### src/mexp_pkg.sv
// Package for the modular exponentiation block: widths, transaction types and sequencer states.
package mexp_pkg;

    // Operand width of base, modulus and result.
    localparam int OPERAND_BITS = 31;
    // Width of the private exponent register.
    localparam int EXP_BITS = 31;
    // Counter widths for the bit-serial step and the exponent bit index.
    localparam int STEP_W = $clog2(OPERAND_BITS);
    localparam int EBIT_W = $clog2(EXP_BITS);

    typedef logic [OPERAND_BITS-1:0] operand_t;
    typedef logic [EXP_BITS-1:0]     exponent_t;

    // Input transaction.
    typedef struct packed {
        operand_t base;
        operand_t modulus;
    } mexp_in_t;

    // Result transaction.
    typedef struct packed {
        operand_t result;
        logic     error;
    } mexp_out_t;

    // Sequencer states.
    typedef enum logic [2:0] {
        ST_IDLE,
        ST_REDUCE,
        ST_SQUARE,
        ST_MULT,
        ST_FINISH
    } mexp_state_t;

endpackage

### src/modular_exponentiation.sv
// Top level of the modular exponentiation block with its shared add-and-reduce unit.
//
//  Channel  | Ports                              | Carries
//  ---------+------------------------------------+-------------------------------
//  input    | s_valid, s_ready, s_data           | base and modulus
//  result   | m_valid, m_ready, m_data           | result and zero-modulus error
//  config   | cfg_wr_en, cfg_wr_data             | private exponent (reset 1)
//
// One transaction reduces the base, then for each of the EXP_BITS exponent bits squares and,
// when the bit is set, multiplies by the reduced base, and at last hands the result over.
// Every step runs on the single double-add-reduce unit, which retires one multiplier bit
// per cycle. A zero modulus goes straight to the hand-over. Reset is synchronous and active low.
// A finished result waits in the output register, so a stalled result channel only holds
// the sequencer once a second result is ready to be written.
module modular_exponentiation (
    input  logic                        aclk,
    input  logic                        aresetn,
    input  logic                        s_valid,
    output logic                        s_ready,
    input  mexp_pkg::mexp_in_t          s_data,
    output logic                        m_valid,
    input  logic                        m_ready,
    output mexp_pkg::mexp_out_t         m_data,
    input  logic                        cfg_wr_en,
    input  mexp_pkg::exponent_t         cfg_wr_data
);

    localparam int W = mexp_pkg::OPERAND_BITS;
    localparam logic [mexp_pkg::STEP_W-1:0] STEP_LAST = mexp_pkg::STEP_W'(W - 1);
    localparam logic [mexp_pkg::EBIT_W-1:0] EBIT_TOP  =
        mexp_pkg::EBIT_W'(mexp_pkg::EXP_BITS - 1);

    // Control registers.
    mexp_pkg::mexp_state_t           state_reg, state_next;
    logic                            m_valid_reg, m_valid_next;
    mexp_pkg::exponent_t             exp_reg, exp_next;
    logic [mexp_pkg::STEP_W-1:0]     step_reg, step_next;
    logic [mexp_pkg::EBIT_W-1:0]     ebit_reg, ebit_next;

    // Datapath registers.
    mexp_pkg::operand_t              mod_reg, mod_next;
    mexp_pkg::operand_t              x_reg, x_next;
    mexp_pkg::operand_t              acc_reg, acc_next;
    mexp_pkg::operand_t              opa_reg, opa_next;
    mexp_pkg::operand_t              opb_reg, opb_next;
    logic                            err_reg, err_next;
    mexp_pkg::mexp_out_t             m_data_reg, m_data_next;

    // Shared unit signals.
    mexp_pkg::operand_t              addend;
    logic [W:0]                      dbl;
    mexp_pkg::operand_t              dbl_red;
    logic [W:0]                      sum;
    mexp_pkg::operand_t              unit_res;
    mexp_pkg::operand_t              one_mod;

    assign s_ready = (state_reg == mexp_pkg::ST_IDLE);
    assign m_valid = m_valid_reg;
    assign m_data  = m_data_reg;

    // Shared unit: acc <- (2*acc + addend) mod m, with acc below m and addend no greater than m.
    // In reduction the addend is the next base bit; in multiplication it is the
    // multiplicand when the next multiplier bit is set.
    always_comb begin
        if (state_reg == mexp_pkg::ST_REDUCE) begin
            addend = W'(opb_reg[W-1]);
        end else begin
            addend = opb_reg[W-1] ? opa_reg : '0;
        end
        dbl     = {acc_reg, 1'b0};
        dbl_red = (dbl >= {1'b0, mod_reg}) ? W'(dbl - {1'b0, mod_reg}) : dbl[W-1:0];
        sum     = {1'b0, dbl_red} + {1'b0, addend};
        unit_res = (sum >= {1'b0, mod_reg}) ? W'(sum - {1'b0, mod_reg}) : sum[W-1:0];
    end

    // One reduced modulo the modulus: zero only when the modulus is one.
    assign one_mod = (mod_reg == W'(1)) ? '0 : W'(1);

    // Sequencer: next state and datapath updates.
    always_comb begin
        state_next   = state_reg;
        m_valid_next = m_valid_reg;
        exp_next     = exp_reg;
        step_next    = step_reg;
        ebit_next    = ebit_reg;
        mod_next     = mod_reg;
        x_next       = x_reg;
        acc_next     = acc_reg;
        opa_next     = opa_reg;
        opb_next     = opb_reg;
        err_next     = err_reg;
        m_data_next  = m_data_reg;

        // The result register empties when its transaction is taken.
        if (m_valid_reg && m_ready) begin
            m_valid_next = 1'b0;
        end

        if (cfg_wr_en) begin
            exp_next = cfg_wr_data;
        end

        case (state_reg)
            mexp_pkg::ST_IDLE: begin
                if (s_valid) begin
                    mod_next  = s_data.modulus;
                    opb_next  = s_data.base;
                    acc_next  = '0;
                    step_next = '0;
                    if (s_data.modulus == '0) begin
                        err_next   = 1'b1;
                        state_next = mexp_pkg::ST_FINISH;
                    end else begin
                        err_next   = 1'b0;
                        state_next = mexp_pkg::ST_REDUCE;
                    end
                end
            end

            // Base mod m, one base bit per cycle; then start squaring from 1 mod m.
            mexp_pkg::ST_REDUCE: begin
                acc_next  = unit_res;
                opb_next  = opb_reg << 1;
                step_next = step_reg + 1'b1;
                if (step_reg == STEP_LAST) begin
                    x_next     = unit_res;
                    opa_next   = one_mod;
                    opb_next   = one_mod;
                    acc_next   = '0;
                    step_next  = '0;
                    ebit_next  = EBIT_TOP;
                    state_next = mexp_pkg::ST_SQUARE;
                end
            end

            // Squaring; when done, multiply by the base if the exponent bit is set.
            mexp_pkg::ST_SQUARE: begin
                acc_next  = unit_res;
                opb_next  = opb_reg << 1;
                step_next = step_reg + 1'b1;
                if (step_reg == STEP_LAST) begin
                    step_next = '0;
                    if (exp_reg[ebit_reg]) begin
                        opa_next   = x_reg;
                        opb_next   = unit_res;
                        acc_next   = '0;
                        state_next = mexp_pkg::ST_MULT;
                    end else if (ebit_reg == '0) begin
                        state_next = mexp_pkg::ST_FINISH;
                    end else begin
                        opa_next   = unit_res;
                        opb_next   = unit_res;
                        acc_next   = '0;
                        ebit_next  = ebit_reg - 1'b1;
                        state_next = mexp_pkg::ST_SQUARE;
                    end
                end
            end

            // Multiplication by the reduced base; then the next exponent bit.
            mexp_pkg::ST_MULT: begin
                acc_next  = unit_res;
                opb_next  = opb_reg << 1;
                step_next = step_reg + 1'b1;
                if (step_reg == STEP_LAST) begin
                    step_next = '0;
                    if (ebit_reg == '0) begin
                        state_next = mexp_pkg::ST_FINISH;
                    end else begin
                        opa_next   = unit_res;
                        opb_next   = unit_res;
                        acc_next   = '0;
                        ebit_next  = ebit_reg - 1'b1;
                        state_next = mexp_pkg::ST_SQUARE;
                    end
                end
            end

            // Hand the result to the output register once it is free.
            mexp_pkg::ST_FINISH: begin
                if (!m_valid_reg || m_ready) begin
                    m_data_next.result = acc_reg;
                    m_data_next.error  = err_reg;
                    m_valid_next       = 1'b1;
                    state_next         = mexp_pkg::ST_IDLE;
                end
            end

            default: begin
                state_next = mexp_pkg::ST_IDLE;
            end
        endcase
    end

    // Control registers with reset.
    always_ff @(posedge aclk) begin
        if (!aresetn) begin
            state_reg   <= mexp_pkg::ST_IDLE;
            m_valid_reg <= 1'b0;
            exp_reg     <= mexp_pkg::EXP_BITS'(1);
            step_reg    <= '0;
            ebit_reg    <= '0;
        end else begin
            state_reg   <= state_next;
            m_valid_reg <= m_valid_next;
            exp_reg     <= exp_next;
            step_reg    <= step_next;
            ebit_reg    <= ebit_next;
        end
    end

    // Datapath registers.
    always_ff @(posedge aclk) begin
        mod_reg    <= mod_next;
        x_reg      <= x_next;
        acc_reg    <= acc_next;
        opa_reg    <= opa_next;
        opb_reg    <= opb_next;
        err_reg    <= err_next;
        m_data_reg <= m_data_next;
    end

endmodule

### config.mk
export PLATFORM = sky130hd
export DESIGN_NAME = modular_exponentiation
export DESIGN_NICKNAME = d
export VERILOG_FILES = /design/src/mexp_pkg.sv /design/src/modular_exponentiation.sv
export SDC_FILE = /design/constraint.sdc
export NUM_CORES = 1
export LEC_CHECK = 0
export ABC_AREA = 0
export ABC_CLOCK_PERIOD_IN_PS = 15200
export BUFFER_PORTS_ARGS = -buffer_cell sky130_fd_sc_hd__buf_4
export CAP_MARGIN = 20
export CORE_MARGIN = 4
export CORE_UTILIZATION = 35
export CTS_CLUSTER_SIZE = 14
export DETAILED_ROUTE_END_ITERATION = 7
export PLACE_DENSITY = 0.52
export SYNTH_ARGS = -nofsm -noshare
export SYNTH_HDL_FRONTEND = slang
export SYNTH_SLANG_ARGS = --single-unit
### constraint.sdc
create_clock -name aclk -period 15.2 [get_ports aclk]
set_input_delay 0 -clock aclk [delete_from_list [all_inputs] [get_ports aclk]]
set_output_delay 0 -clock aclk [all_outputs]
set_load 0.01 [all_outputs]
==> summary.md <==
| Metric | Value |
|---|---|
| Run status | `finished clean` |
| Initial antenna violation count | `0` |
| Post-Place Cells | `2260` |
| Die height | `219 um` |
| Slowest stage delay, CP | `550 ps` |
| Syn Nets | `1791` |
| Tcrit/Tclk final | `62.9%` |
| Mapped Avg Cell Area | `9.82 sq um` |
| Die width | `219 um` |
| CP endpoint | `opb_reg[27]` |
| Final hold vios | `0` |
| Relative slew slack | `34.9%` |
| Post-synth EDFFs | `188` |
| DRC Markers | `0` |
| # fillers | `4095` |
| CP max-delay cell | `a211o_2` |
| Die area | `0.0482 sq mm` |
| Worst reg2reg path depth | `35` |
| FF+latch area | `0.00655 sq mm` |
| Starting density of the core | `35.4%` |
| I/O pins | `132` |
| Worst EP required | `15510 ps` |
| Gr usage total | `20.7%` |
| Routed WL per cell | `20.4 um` |
| TNS Setup | `0 ps` |
| Worst Path Arrival | `9870 ps` |
| Total global routing overflow | `0` |
| Hold path start | `s_data[29]` |
| Startpoint Class | `flip-flop` |
| Crit-path max FO | `27` |
| Clock Sinks | `233` |
| Multi-input gate area | `0.00850 sq mm` |
| Synth cell types | `83` |
| Num CTS Buffers | `29` |
| Most frequent cells in the layout | `188 x edfxtp_1, 153 x dlygate4sd3_1, 145 x buf_4` |
| Iter 0 DRT Violations | `993` |
| Port bufs | `131` |
| GP Congestion | `0.941` |
| Largest net degree at the start of global routing | `66` |
| Async SR Flop Fraction | `0%` |
| Area grow syn2layout | `25.8%` |
| Max FFs per register | `32` |
| RSZ-0062 raised after global routing | `no` |
| Final wirelength | `50300 um` |
| Syn Inst Count | `1594` |
| Ys flop type | `edfxtp_1` |
| Root Buffer | `clkbuf_16` |
| First-pass GRT wire length | `77800 um` |
| CTS H-tree lvls | `1` |
| Via Count | `13100` |
| CTS tree | `built` |
| Worst r2r src | `mod_reg[1]` |
| Share of layout cells above drive strength 1 | `14.0%` |
| Layout net count | `2051` |
| Clock transition at path regs | `60 ps` |
| Row Count | `77` |
| Core area | `0.0442 sq mm` |
| Worst-margin pin slew | `973 ps` |
| HP Class | `in -> reg` |
| Reg2Reg Setup Slack | `5640 ps` |
| # resized after CTS | `0` |
| Final non-filler cell total | `2468` |
| CTS max path bufs | `3` |
| Fin. max-slew vios | `0` |
| Vias per Instance | `5.32` |
| Seq cells post-synth | `233` |
| Fmax | `105 MHz` |
| Detailed Place HPWL | `36900 um` |
| Max-Cap Viols | `0` |
| Worst setup EP type | `flip-flop` |
| Vias in the first global route | `13200` |
| Seq/Total Area, Yosys | `41.8%` |
| Routed Antenna Nets | `0` |
| Commonest non-fill, non-tap cell in the layout | `edfxtp_1` |
| Ant diodes | `0` |
| Reg-to-reg endpoint | `opb_reg[27]` |
| Finish-stage setup viols | `0` |
| Crit Path Category | `reg -> reg` |
| Skew final | `18.0 ps` |
| Ys Warns | `0` |
| Synth Cell Area | `0.0156 sq mm` |
| Clk_lat worst skew | `580 ps` |
| Worst Setup SP | `mod_reg[1]` |
| Detailed Routing Iterations Pass 1 | `6` |
| CP dominant cell by count | `a21oi_1` |
| Minimum clock period | `9560 ps` |
==> layer usage <==
layer / global-route usage, % / part of all wire, % / up-vias
met1: 30.0 / 48 / 6255
li1: - / - / 6400
met2: 32.7 / 44 / 384
met4: 4.59 / 2.4 / 0
met3: 3.13 / 5.3 / 79
met5: 0 / 0 / -
==> cells in the mapped netlist, types with 6 or more instances <==
master,instances,area [sq um]
nand2_1,125,469
a31oi_1,14,87.6
o211ai_1,13,97.6
o21bai_1,11,82.6
o21ai_1,42,210
clkbuf_1,57,214
xnor2_1,53,464
o21a_1,13,97.6
a211oi_1,25,188
ha_1,96,1200
nand3_1,27,135
nand2b_1,11,68.8
nor2b_1,43,269
a22oi_1,9,67.6
edfxtp_1,188,5650
mux2i_1,42,420
a21o_1,41,308
mux2_1,18,203
xor2_1,28,245
o21ai_0,60,300
mux2_2,13,146
mux2i_4,11,248
inv_1,85,319
nor3_1,14,70.1
nor2_1,139,522
dfxtp_1,45,901
o31ai_1,6,45.0
nand4_1,20,125
a21oi_1,144,721
nor4_1,18,113
mux4_2,9,203
and3_1,10,62.6
and2_1,48,300
==> layout make-up <==
type / count / share of cell area [%]
repair buffers: 300 / 13.6
clock inverters: 9 / 0.299
well taps: 592 / 3.76
flip-flops and latches: 233 / 33.3
clock buffers: 44 / 4.23
inverters: 88 / 1.68
multi-input cells: 1202 / 43.2
==> what timing repair did <==
action,4_1_cts,5_1_grt
hold endpoints to repair,108,0
hold buffers,153,0
setup buffers,0,0
==> kinds of logic (layout without fill, tap and decap cells) <==
group | after synthesis | count (layout) | synth area share, %
and+or+nand+nor | 481 | 481 | 15.0
AOI/OAI and AO/OA | 439 | 439 | 17.8
DFF | 233 | 233 | 41.8
buffers and inverters | 159 | 441 | 4.18
muxes | 102 | 102 | 8.62
adders and majority gates | 99 | 99 | 8.06
xor gates and xnor gates | 81 | 81 | 4.53
==> worst min path at each step <==
stage | to | slack (ps) | cells after the start
2_1_floorplan | mod_reg[0] | 100 | 0
3_5_place_dp | mod_reg[25] | 190 | 1
4_1_cts | mod_reg[26] | 120 | 2
3_3_place_gp | mod_reg[3] | 190 | 1
6_report | mod_reg[29] | 160 | 2
5_1_grt | mod_reg[26] | 140 | 2
==> worst max-delay path: cells and delay by family (launching register included) <==
| kind | cells | cell delay [ps] |
|---|---|---|
| flops | 1 | 410 |
| xor+xnor | 1 | 260 |
| buf+inv | 5 | 1050 |
| simple gates | 1 | 130 |
| fa+ha+maj | 3 | 1180 |
| mux | 1 | 370 |
| compound gates | 24 | 5840 |
==> metrics by stage <==
stage	hold slack [ps]	setup WS, ps	utilization [%]	cell area [sq um]
global route	142	4740	44.5	19700
floorplan	98.9	7940	-	15600
finish	156	5640	44.5	19700
detailed placement	191	5730	38.9	17200
global placement	190	5890	38.9	17200
CTS	121	5660	44.4	19600
Power is not shown: default switching activity piles up to over one toggle a cycle in this logic, so the estimate is an artifact.
